===== src/rtl/hwli_pkg.sv =====
`default_nettype none
// ----------------------------------------------------------------------------
// hwli_pkg
// Types and constants shared by the humidifier water-loss interlock.
// ----------------------------------------------------------------------------
package hwli_pkg;

    typedef enum logic [2:0] {
        ST_NORMAL    = 3'd0,
        ST_RESERVE   = 3'd1,
        ST_PULSE_ON  = 3'd2,
        ST_PULSE_OFF = 3'd3,
        ST_LOCKED    = 3'd4
    } policy_state_t;

    // register indexes on the configuration port
    typedef enum logic [2:0] {
        REG_RESERVE_SECONDS   = 3'd0,
        REG_PULSE_ON_SECONDS  = 3'd1,
        REG_PULSE_OFF_SECONDS = 3'd2,
        REG_RISE_THRESHOLD    = 3'd3,
        REG_FLAT_LIMIT        = 3'd4
    } reg_index_t;

    localparam int unsigned SEC_W  = 16;
    localparam int unsigned MS_W   = 26;
    localparam int unsigned RH_W   = 14;
    localparam int unsigned FLAT_W = 8;

    localparam logic [MS_W-1:0]   MS_PER_SEC = MS_W'(1000);
    localparam logic [RH_W-1:0]   RH_FULL    = RH_W'(10000);
    localparam logic [FLAT_W-1:0] FLAT_MAX   = '1;

    localparam logic [SEC_W-1:0]  RESERVE_SECONDS_RST   = SEC_W'(600);
    localparam logic [SEC_W-1:0]  PULSE_ON_SECONDS_RST  = SEC_W'(60);
    localparam logic [SEC_W-1:0]  PULSE_OFF_SECONDS_RST = SEC_W'(120);
    localparam logic [MS_W-1:0]   RESERVE_MS_RST        = MS_W'(600000);
    localparam logic [MS_W-1:0]   PULSE_ON_MS_RST       = MS_W'(60000);
    localparam logic [MS_W-1:0]   PULSE_OFF_MS_RST      = MS_W'(120000);
    localparam logic [RH_W-1:0]   RISE_THRESHOLD_RST    = RH_W'(100);
    localparam logic [FLAT_W-1:0] FLAT_LIMIT_RST        = FLAT_W'(3);

    typedef struct packed {
        policy_state_t     state;
        logic [31:0]       reserve_start;
        logic [31:0]       phase_start;
        logic [RH_W-1:0]   baseline;
        logic [FLAT_W-1:0] flat_count;
    } policy_t;

    // window lengths already scaled to milliseconds, rise threshold and flat limit
    typedef struct packed {
        logic [MS_W-1:0]   reserve_ms;
        logic [MS_W-1:0]   pulse_on_ms;
        logic [MS_W-1:0]   pulse_off_ms;
        logic [RH_W-1:0]   rise_threshold;
        logic [FLAT_W-1:0] flat_limit;
    } cfg_t;

endpackage
`default_nettype wire


===== src/rtl/hwli_core.sv =====
`default_nettype none
// ----------------------------------------------------------------------------
// hwli_core
// Next-state and drive gating logic for one policy step.
// ----------------------------------------------------------------------------
module hwli_core
    import hwli_pkg::*;
(
    input  wire policy_t          cur,
    input  wire cfg_t             cfg,
    input  wire logic             mode,
    input  wire logic             water_present,
    input  wire logic [31:0]      now_ms,
    input  wire logic [RH_W-1:0]  requested_drive,
    input  wire logic [RH_W-1:0]  humidity,
    input  wire logic             humidity_ok,
    output policy_t               nxt,
    output logic [RH_W-1:0]       drive
);

    logic [31:0]       start_ms;
    logic [MS_W-1:0]   limit_ms;
    logic [31:0]       elapsed;
    logic              expired;
    logic              hum_valid;
    logic [RH_W-1:0]   base_new;
    logic [FLAT_W-1:0] flat_inc;
    logic [RH_W:0]     rise_target;
    logic              rise_ok;
    logic [FLAT_W-1:0] flat_after;

    always_comb
    begin
        start_ms = (cur.state == ST_RESERVE) ? cur.reserve_start : cur.phase_start;
        case (cur.state)
            ST_RESERVE:   limit_ms = cfg.reserve_ms;
            ST_PULSE_ON:  limit_ms = cfg.pulse_on_ms;
            default:      limit_ms = cfg.pulse_off_ms;
        endcase
        elapsed     = now_ms - start_ms;
        expired     = elapsed >= 32'(limit_ms);
        hum_valid   = humidity_ok && (humidity <= RH_FULL);
        base_new    = hum_valid ? humidity : '0;
        flat_inc    = (cur.flat_count == FLAT_MAX) ? cur.flat_count
                                                   : cur.flat_count + FLAT_W'(1);
        rise_target = {1'b0, cur.baseline} + {1'b0, cfg.rise_threshold};
        rise_ok     = hum_valid && (cur.baseline != '0)
                      && ({1'b0, humidity} >= rise_target);
        flat_after  = rise_ok ? '0 : flat_inc;
    end

    always_comb
    begin
        nxt   = cur;
        drive = requested_drive;
        if (mode)
        begin
            nxt.state         = ST_NORMAL;
            nxt.reserve_start = '0;
            nxt.phase_start   = '0;
            nxt.baseline      = '0;
            nxt.flat_count    = '0;
            drive             = '0;
        end
        else
        begin
            case (cur.state)
                ST_NORMAL:
                begin
                    if (!water_present)
                    begin
                        nxt.reserve_start = now_ms;
                        nxt.state         = ST_RESERVE;
                    end
                end
                ST_RESERVE:
                begin
                    if (water_present)
                        nxt.state = ST_NORMAL;
                    else if (expired)
                    begin
                        nxt.phase_start = now_ms;
                        nxt.baseline    = base_new;
                        nxt.flat_count  = '0;
                        nxt.state       = ST_PULSE_ON;
                    end
                end
                ST_PULSE_ON:
                begin
                    if (water_present)
                        nxt.state = ST_NORMAL;
                    else if (expired)
                    begin
                        nxt.flat_count = flat_after;
                        drive          = '0;
                        if (flat_after >= cfg.flat_limit)
                            nxt.state = ST_LOCKED;
                        else
                        begin
                            nxt.phase_start = now_ms;
                            nxt.state       = ST_PULSE_OFF;
                        end
                    end
                end
                ST_PULSE_OFF:
                begin
                    if (water_present)
                        nxt.state = ST_NORMAL;
                    else if (expired)
                    begin
                        nxt.phase_start = now_ms;
                        nxt.baseline    = base_new;
                        nxt.state       = ST_PULSE_ON;
                    end
                    else
                        drive = '0;
                end
                ST_LOCKED:
                    drive = '0;
                default:
                    nxt = cur;
            endcase
        end
    end

endmodule
`default_nettype wire


===== src/rtl/humidifier_water_loss_interlock.sv =====
`default_nettype none
// ----------------------------------------------------------------------------
// humidifier_water_loss_interlock
// Gates a humidifier drive on water presence: reserve window, on/off pulsing
// with a flat-humidity check, and a sticky lock.
//
//   channel  direction  handshake            payload
//   in       sink       in_valid/in_ready    mode, water_present, now_ms,
//                                            requested_drive, humidity,
//                                            humidity_ok
//   out      source     out_valid/out_ready  drive_out, policy_code, locked
//   cfg      apb slave  psel/penable/pready  paddr, pwdata, prdata
//
// one transfer per cycle in each direction while out_ready does not stall the
// result; each input passes through the input register, then the result
// register, before its result transfer
// policy state advances when the input register moves into the result register
// a stalled result holds the result register; the input register still takes
// one more transfer, then in_ready drops
// rst_n clears all policy state and restores register defaults
// ----------------------------------------------------------------------------
module humidifier_water_loss_interlock
    import hwli_pkg::*;
(
    input  wire logic              clk,
    input  wire logic              rst_n,
    input  wire logic              in_valid,
    output logic                   in_ready,
    input  wire logic              mode,
    input  wire logic              water_present,
    input  wire logic [31:0]       now_ms,
    input  wire logic [RH_W-1:0]   requested_drive,
    input  wire logic [RH_W-1:0]   humidity,
    input  wire logic              humidity_ok,
    output logic                   out_valid,
    input  wire logic              out_ready,
    output logic [RH_W-1:0]        drive_out,
    output logic [2:0]             policy_code,
    output logic                   locked,
    input  wire logic              psel,
    input  wire logic              penable,
    input  wire logic              pwrite,
    input  wire logic [4:0]        paddr,
    input  wire logic [31:0]       pwdata,
    output logic [31:0]            prdata,
    output logic                   pready
);

    logic [SEC_W-1:0]  reserve_seconds_reg;
    logic [SEC_W-1:0]  pulse_on_seconds_reg;
    logic [SEC_W-1:0]  pulse_off_seconds_reg;
    cfg_t              cfg_reg;
    logic              cfg_write;
    reg_index_t        cfg_index;
    logic [MS_W-1:0]   wdata_ms;

    logic              s1_valid_reg;
    logic              s1_mode_reg;
    logic              s1_water_reg;
    logic [31:0]       s1_now_reg;
    logic [RH_W-1:0]   s1_req_reg;
    logic [RH_W-1:0]   s1_hum_reg;
    logic              s1_hum_ok_reg;
    logic              advance;
    logic              in_xfer;

    policy_t           policy_reg;
    policy_t           policy_next;
    logic [RH_W-1:0]   drive_next;

    logic              out_valid_reg;
    logic [RH_W-1:0]   drive_out_reg;
    policy_state_t     code_reg;

    // configuration port
    assign pready    = 1'b1;
    assign cfg_write = psel && penable && pwrite;
    assign cfg_index = reg_index_t'(paddr[4:2]);
    assign wdata_ms  = MS_W'(pwdata[SEC_W-1:0]) * MS_PER_SEC;

    always_ff @(posedge clk or negedge rst_n)
    begin
        if (!rst_n)
        begin
            reserve_seconds_reg   <= RESERVE_SECONDS_RST;
            pulse_on_seconds_reg  <= PULSE_ON_SECONDS_RST;
            pulse_off_seconds_reg <= PULSE_OFF_SECONDS_RST;
            cfg_reg.reserve_ms    <= RESERVE_MS_RST;
            cfg_reg.pulse_on_ms   <= PULSE_ON_MS_RST;
            cfg_reg.pulse_off_ms  <= PULSE_OFF_MS_RST;
            cfg_reg.rise_threshold <= RISE_THRESHOLD_RST;
            cfg_reg.flat_limit    <= FLAT_LIMIT_RST;
        end
        else if (cfg_write)
        begin
            case (cfg_index)
                REG_RESERVE_SECONDS:
                begin
                    reserve_seconds_reg <= pwdata[SEC_W-1:0];
                    cfg_reg.reserve_ms  <= wdata_ms;
                end
                REG_PULSE_ON_SECONDS:
                begin
                    pulse_on_seconds_reg <= pwdata[SEC_W-1:0];
                    cfg_reg.pulse_on_ms  <= wdata_ms;
                end
                REG_PULSE_OFF_SECONDS:
                begin
                    pulse_off_seconds_reg <= pwdata[SEC_W-1:0];
                    cfg_reg.pulse_off_ms  <= wdata_ms;
                end
                REG_RISE_THRESHOLD: cfg_reg.rise_threshold <= pwdata[RH_W-1:0];
                REG_FLAT_LIMIT:     cfg_reg.flat_limit     <= pwdata[FLAT_W-1:0];
                default: ;
            endcase
        end
    end

    always_comb
    begin
        case (cfg_index)
            REG_RESERVE_SECONDS:   prdata = 32'(reserve_seconds_reg);
            REG_PULSE_ON_SECONDS:  prdata = 32'(pulse_on_seconds_reg);
            REG_PULSE_OFF_SECONDS: prdata = 32'(pulse_off_seconds_reg);
            REG_RISE_THRESHOLD:    prdata = 32'(cfg_reg.rise_threshold);
            REG_FLAT_LIMIT:        prdata = 32'(cfg_reg.flat_limit);
            default:               prdata = '0;
        endcase
    end

    // input register
    assign advance  = s1_valid_reg && (!out_valid_reg || out_ready);
    assign in_ready = !s1_valid_reg || advance;
    assign in_xfer  = in_valid && in_ready;

    always_ff @(posedge clk or negedge rst_n)
    begin
        if (!rst_n)
            s1_valid_reg <= 1'b0;
        else if (in_xfer)
            s1_valid_reg <= 1'b1;
        else if (advance)
            s1_valid_reg <= 1'b0;
    end

    always_ff @(posedge clk)
    begin
        if (in_xfer)
        begin
            s1_mode_reg   <= mode;
            s1_water_reg  <= water_present;
            s1_now_reg    <= now_ms;
            s1_req_reg    <= requested_drive;
            s1_hum_reg    <= humidity;
            s1_hum_ok_reg <= humidity_ok;
        end
    end

    hwli_core u_core (
        .cur             (policy_reg),
        .cfg             (cfg_reg),
        .mode            (s1_mode_reg),
        .water_present   (s1_water_reg),
        .now_ms          (s1_now_reg),
        .requested_drive (s1_req_reg),
        .humidity        (s1_hum_reg),
        .humidity_ok     (s1_hum_ok_reg),
        .nxt             (policy_next),
        .drive           (drive_next)
    );

    // policy state and result register
    always_ff @(posedge clk or negedge rst_n)
    begin
        if (!rst_n)
        begin
            policy_reg.state         <= ST_NORMAL;
            policy_reg.reserve_start <= '0;
            policy_reg.phase_start   <= '0;
            policy_reg.baseline      <= '0;
            policy_reg.flat_count    <= '0;
            out_valid_reg            <= 1'b0;
        end
        else if (advance)
        begin
            policy_reg    <= policy_next;
            out_valid_reg <= 1'b1;
        end
        else if (out_ready)
            out_valid_reg <= 1'b0;
    end

    always_ff @(posedge clk)
    begin
        if (advance)
        begin
            drive_out_reg <= drive_next;
            code_reg      <= policy_next.state;
        end
    end

    assign out_valid   = out_valid_reg;
    assign drive_out   = drive_out_reg;
    assign policy_code = code_reg;
    assign locked      = (code_reg == ST_LOCKED);

endmodule
`default_nettype wire


===== config.mk =====
export PLATFORM = sky130hd
export DESIGN_NAME = humidifier_water_loss_interlock
export DESIGN_NICKNAME = d
export VERILOG_FILES = /design/src/rtl/hwli_pkg.sv /design/src/rtl/hwli_core.sv /design/src/rtl/humidifier_water_loss_interlock.sv
export SDC_FILE = /design/constraint.sdc
export NUM_CORES = 1
export LEC_CHECK = 0
export ABC_AREA = 1
export BUFFER_PORTS_ARGS = -buffer_cell sky130_fd_sc_hd__buf_2
export CAP_MARGIN = 20
export CORE_ASPECT_RATIO = 1.4
export CORE_UTILIZATION = 55
export DETAILED_ROUTE_END_ITERATION = 10
export PLACE_DENSITY = 0.74
export SYNTH_ARGS = -nofsm -noshare
export SYNTH_HDL_FRONTEND = slang
export SYNTH_SLANG_ARGS = --single-unit
export TNS_END_PERCENT = 50

===== constraint.sdc =====
create_clock -name clk -period 5.41 [get_ports clk]
set_clock_uncertainty 0.05 [all_clocks]
set_input_delay 0.2705 -clock clk [delete_from_list [all_inputs] [get_ports clk]]
set_output_delay 0.2705 -clock clk [all_outputs]
set_load 0.01 [all_outputs]

==> impl_metrics.json <==
{
  "fin_crit_ns": 5.10,
  "final_common_cell": "nand2_1",
  "detail-route-antenna-nets": 0,
  "postLayoutCoreUtil": 0.652,
  "syn_area_per_cell_um2": 8.59,
  "critPathArrivalTime_ns": 5.55,
  "r2r_cells": 33,
  "min_path_type": "input port to flip-flop",
  "tightest_slew_ns": 0.955,
  "p_comb_frac": 0.537,
  "gr-total-overflow": 0,
  "drv_cap": 0,
  "grt_pass1_vias": 16200,
  "die_x_um": 160,
  "finalSetupViolations": 0,
  "holdPathEnd": "reserve_seconds_reg[2]$_DFFE_PN0P_",
  "cts_max_level": 1,
  "final_nets": 2730,
  "clockRootBuffer": "clkbuf_16",
  "finalCritPeriodShare": 0.942,
  "synth_largest_area_cell": "dfrtp_1",
  "maxSlewHeadroom": 0.361,
  "hold_viol_final": 0,
  "synth_flop_cell": "dfrtp_1",
  "synth.distinct_cells": 57,
  "cts_tree": "done",
  "initial_core_util": 0.559,
  "status": "completed",
  "reg2reg_from": "policy_reg[8]$_DFFE_PN0P_",
  "leakage_nw": 10.7,
  "fin_cells": 2899,
  "pwr-share-clk": 0.186,
  "synth-simple-area-share": 0.188,
  "drt_first_pass_iters": 5,
  "synth_top_area_frac": 0.242,
  "clock.fmax_mhz": 196,
  "synth_top_family_by_area": "simple AND/OR/NAND/NOR gates",
  "ff_latch_area_um2": 8060,
  "cpMostUsedCell": "inv_1",
  "ys_async_sr_fraction": 0.737,
  "dp_hpwl_mm": 33.7,
  "hp-start": "pwdata[2]",
  "multi_input_area_um2": 9830,
  "io_buffers": 124,
  "syn_to_final_growth_pct": 16.6,
  "sequentialPowerShare": 0.277,
  "wl_per_cell_um": 16.6,
  "p_int_mw": 6.56,
  "rrSetupSlack_ns": 0.31,
  "synth_cells": 2230,
  "synth_seq_cells": 304,
  "max-clock-path-buffers": 3,
  "grt_pass1_wl_mm": 78.3,
  "wl_mm": 48.0,
  "crit_required_ns": 5.87,
  "clock_sinks": 304,
  "track_usage": 0.270,
  "ys_warn_count": 0,
  "final_max_slew_viol_count": 0,
  "setup.worst_path.start_class": "flip-flop",
  "drt-initial-drc-count": 1099,
  "setup.worst_path.class": "flip-flop to flip-flop",
  "whs_ns": 0.0162,
  "path_clk_slew_ns": 0.07,
  "core_area_um2": 34200,
  "drc": 0,
  "vias_per_cell": 5.51,
  "synth_edf_count": 80,
  "diodes": 0,
  "hold_depth": 3,
  "place.gp.congestion": 0.932,
  "synthAdderAreaFrac": 0.153,
  "drive_above_1_share": 0.132,
  "largest_register_ffs": 89,
  "power_switching_mw": 5.16,
  "cp-end-kind": "flip-flop",
  "slowest_stage": "fa_2",
  "critPathMaxStageDelay_ns": 0.40,
  "synth_compound_area_frac": 0.133,
  "n_fill_cell": 2838,
  "p_total_mw": 11.7,
  "syn_area_um2": 19100,
  "vias": 16000,
  "clock_latency_ns": 0.59,
  "pin_count": 160,
  "synth-xor-area-share": 0.0238,
  "critPathMaxFanout": 8,
  "dieHeight_um": 223,
  "grt_max_degree": 146,
  "rows": 80,
  "dieArea_um2": 35600,
  "r2r_end": "policy_reg[50]$_DFFE_PN0P_",
  "peakVddDrop_mv": 0.314,
  "switching_share": 0.440,
  "final_cell_mix": "509 x nand2_1, 295 x inv_1, 224 x o21ai_0",
  "cts_buffers": 31,
  "synth_mux_area_frac": 0.000523,
  "antenna_found_initial": 0,
  "synth_area_leaders": "dfrtp_1 24%, edfxtp_1 13%, nand2_1 10%",
  "dp_cells": 2754,
  "ys_seq_area_frac": 0.421,
  "powerDensity_nw_per_um2": 525
}
## kinds of logic (layout without fill, tap and decap cells)
family,count (synthesis),count (layout)
other cells,2,17
fa+ha+maj,200,200
compound gates,451,451
mux,1,1
simple gates,832,832
buf+inv,388,591
flops,304,304
xor+xnor,52,52
## per-layer routing
layer,up-vias,track usage,share of wire,wire length [µm]
li1,7773,-,-,-
met3,111,0.0314,0.042,2030
met5,-,0,0,0
met1,7682,0.322,0.41,19500
met2,411,0.492,0.51,24600
met4,0,0.112,0.040,1940
## synthesized netlist by cell type (9+ instances only)
master and count:
inv_1 297, o211ai_1 9, nor2_1 93, nor3_1 18, dfstp_2 39, a221oi_1 17
a31oi_1 9, buf_4 17, dfrtp_1 185, edfxtp_1 80, fa_1 56, nand2_1 515
xor2_1 34, o2111ai_1 9, clkbuf_1 53, and3_1 16, a21oi_1 94, nand3_1 102
o21ai_1 31, o21ai_2 11, ha_1 144, o21ai_0 230, nand4_1 50, xnor2_1 18
## what timing repair did
item | CTS | global route
gates cloned | 1 | 4
pin swaps | 1 | 15
resized for setup | 6 | 38
buffers inserted | 2 | 9
endpoints found under the setup margin | 32 | 54
hold buffers | 72 | 0
hold endpoints to repair | 142 | 0
## worst max-delay path by stage
| stage | depth (start not counted) | slack [ns] | end | start |
|---|---|---|---|---|
| after floorplan | 33 | 0.75 | policy_reg[25]$_DFFE_PN0P_ | cfg_reg[10]$_DFFE_PN1P_ |
| after global placement | 32 | 0.10 | policy_reg[29]$_DFFE_PN0P_ | cfg_reg[8]$_DFFE_PN0P_ |
| after detailed placement | 33 | -0.06 | policy_reg[26]$_DFFE_PN0P_ | cfg_reg[10]$_DFFE_PN1P_ |
| after CTS | 34 | 0.03 | policy_reg[53]$_DFFE_PN0P_ | cfg_reg[8]$_DFFE_PN0P_ |
| after global routing | 35 | -0.1 | policy_reg[26]$_DFFE_PN0P_ | policy_reg[8]$_DFFE_PN0P_ |
| final | 33 | 0.31 | policy_reg[50]$_DFFE_PN0P_ | policy_reg[8]$_DFFE_PN0P_ |
## power groups by stage
stage / logic (mW) / registers [mW] / clock network [mW]
floorplan: 4.54 / 3.20 / 0
global placement: 5.88 / 3.25 / 0
finish: 6.29 / 3.25 / 2.18
global route: 7.17 / 3.30 / 2.31
detailed placement: 6.04 / 3.28 / 0
CTS: 6.18 / 3.24 / 2.22
## through the flow
step	setup TNS (ns)	setup WS, ns	instance area [µm²]
floorplan	0	0.749	19200
global placement	0	0.103	20200
detailed placement	-1.05	-0.0559	20200
CTS	0	0.0313	22000
global route	-2.55	-0.0990	22300
finish	0	0.315	22300
## cell type report
| class | instances | area share |
|---|---|---|
| sequential | 304 | 0.361 |
| inverter | 303 | 0.0511 |
| clock inverter | 17 | 0.00919 |
| multi-input combinational | 1553 | 0.440 |
| tap | 451 | 0.0253 |
| clock buffer | 41 | 0.0369 |
| timing repair buffer | 230 | 0.0769 |
## worst max-delay path, delay by kind of cell (launching register included)
kind / cells / cell delay [ns]
AOI/OAI and AO/OA: 8 / 1.27
xor gates and xnor gates: 1 / 0.20
buffers and inverters: 6 / 0.57
DFF: 1 / 0.37
adders and majority gates: 4 / 1.05
and+or+nand+nor: 14 / 1.50
Power figures use the tool's default switching activity.
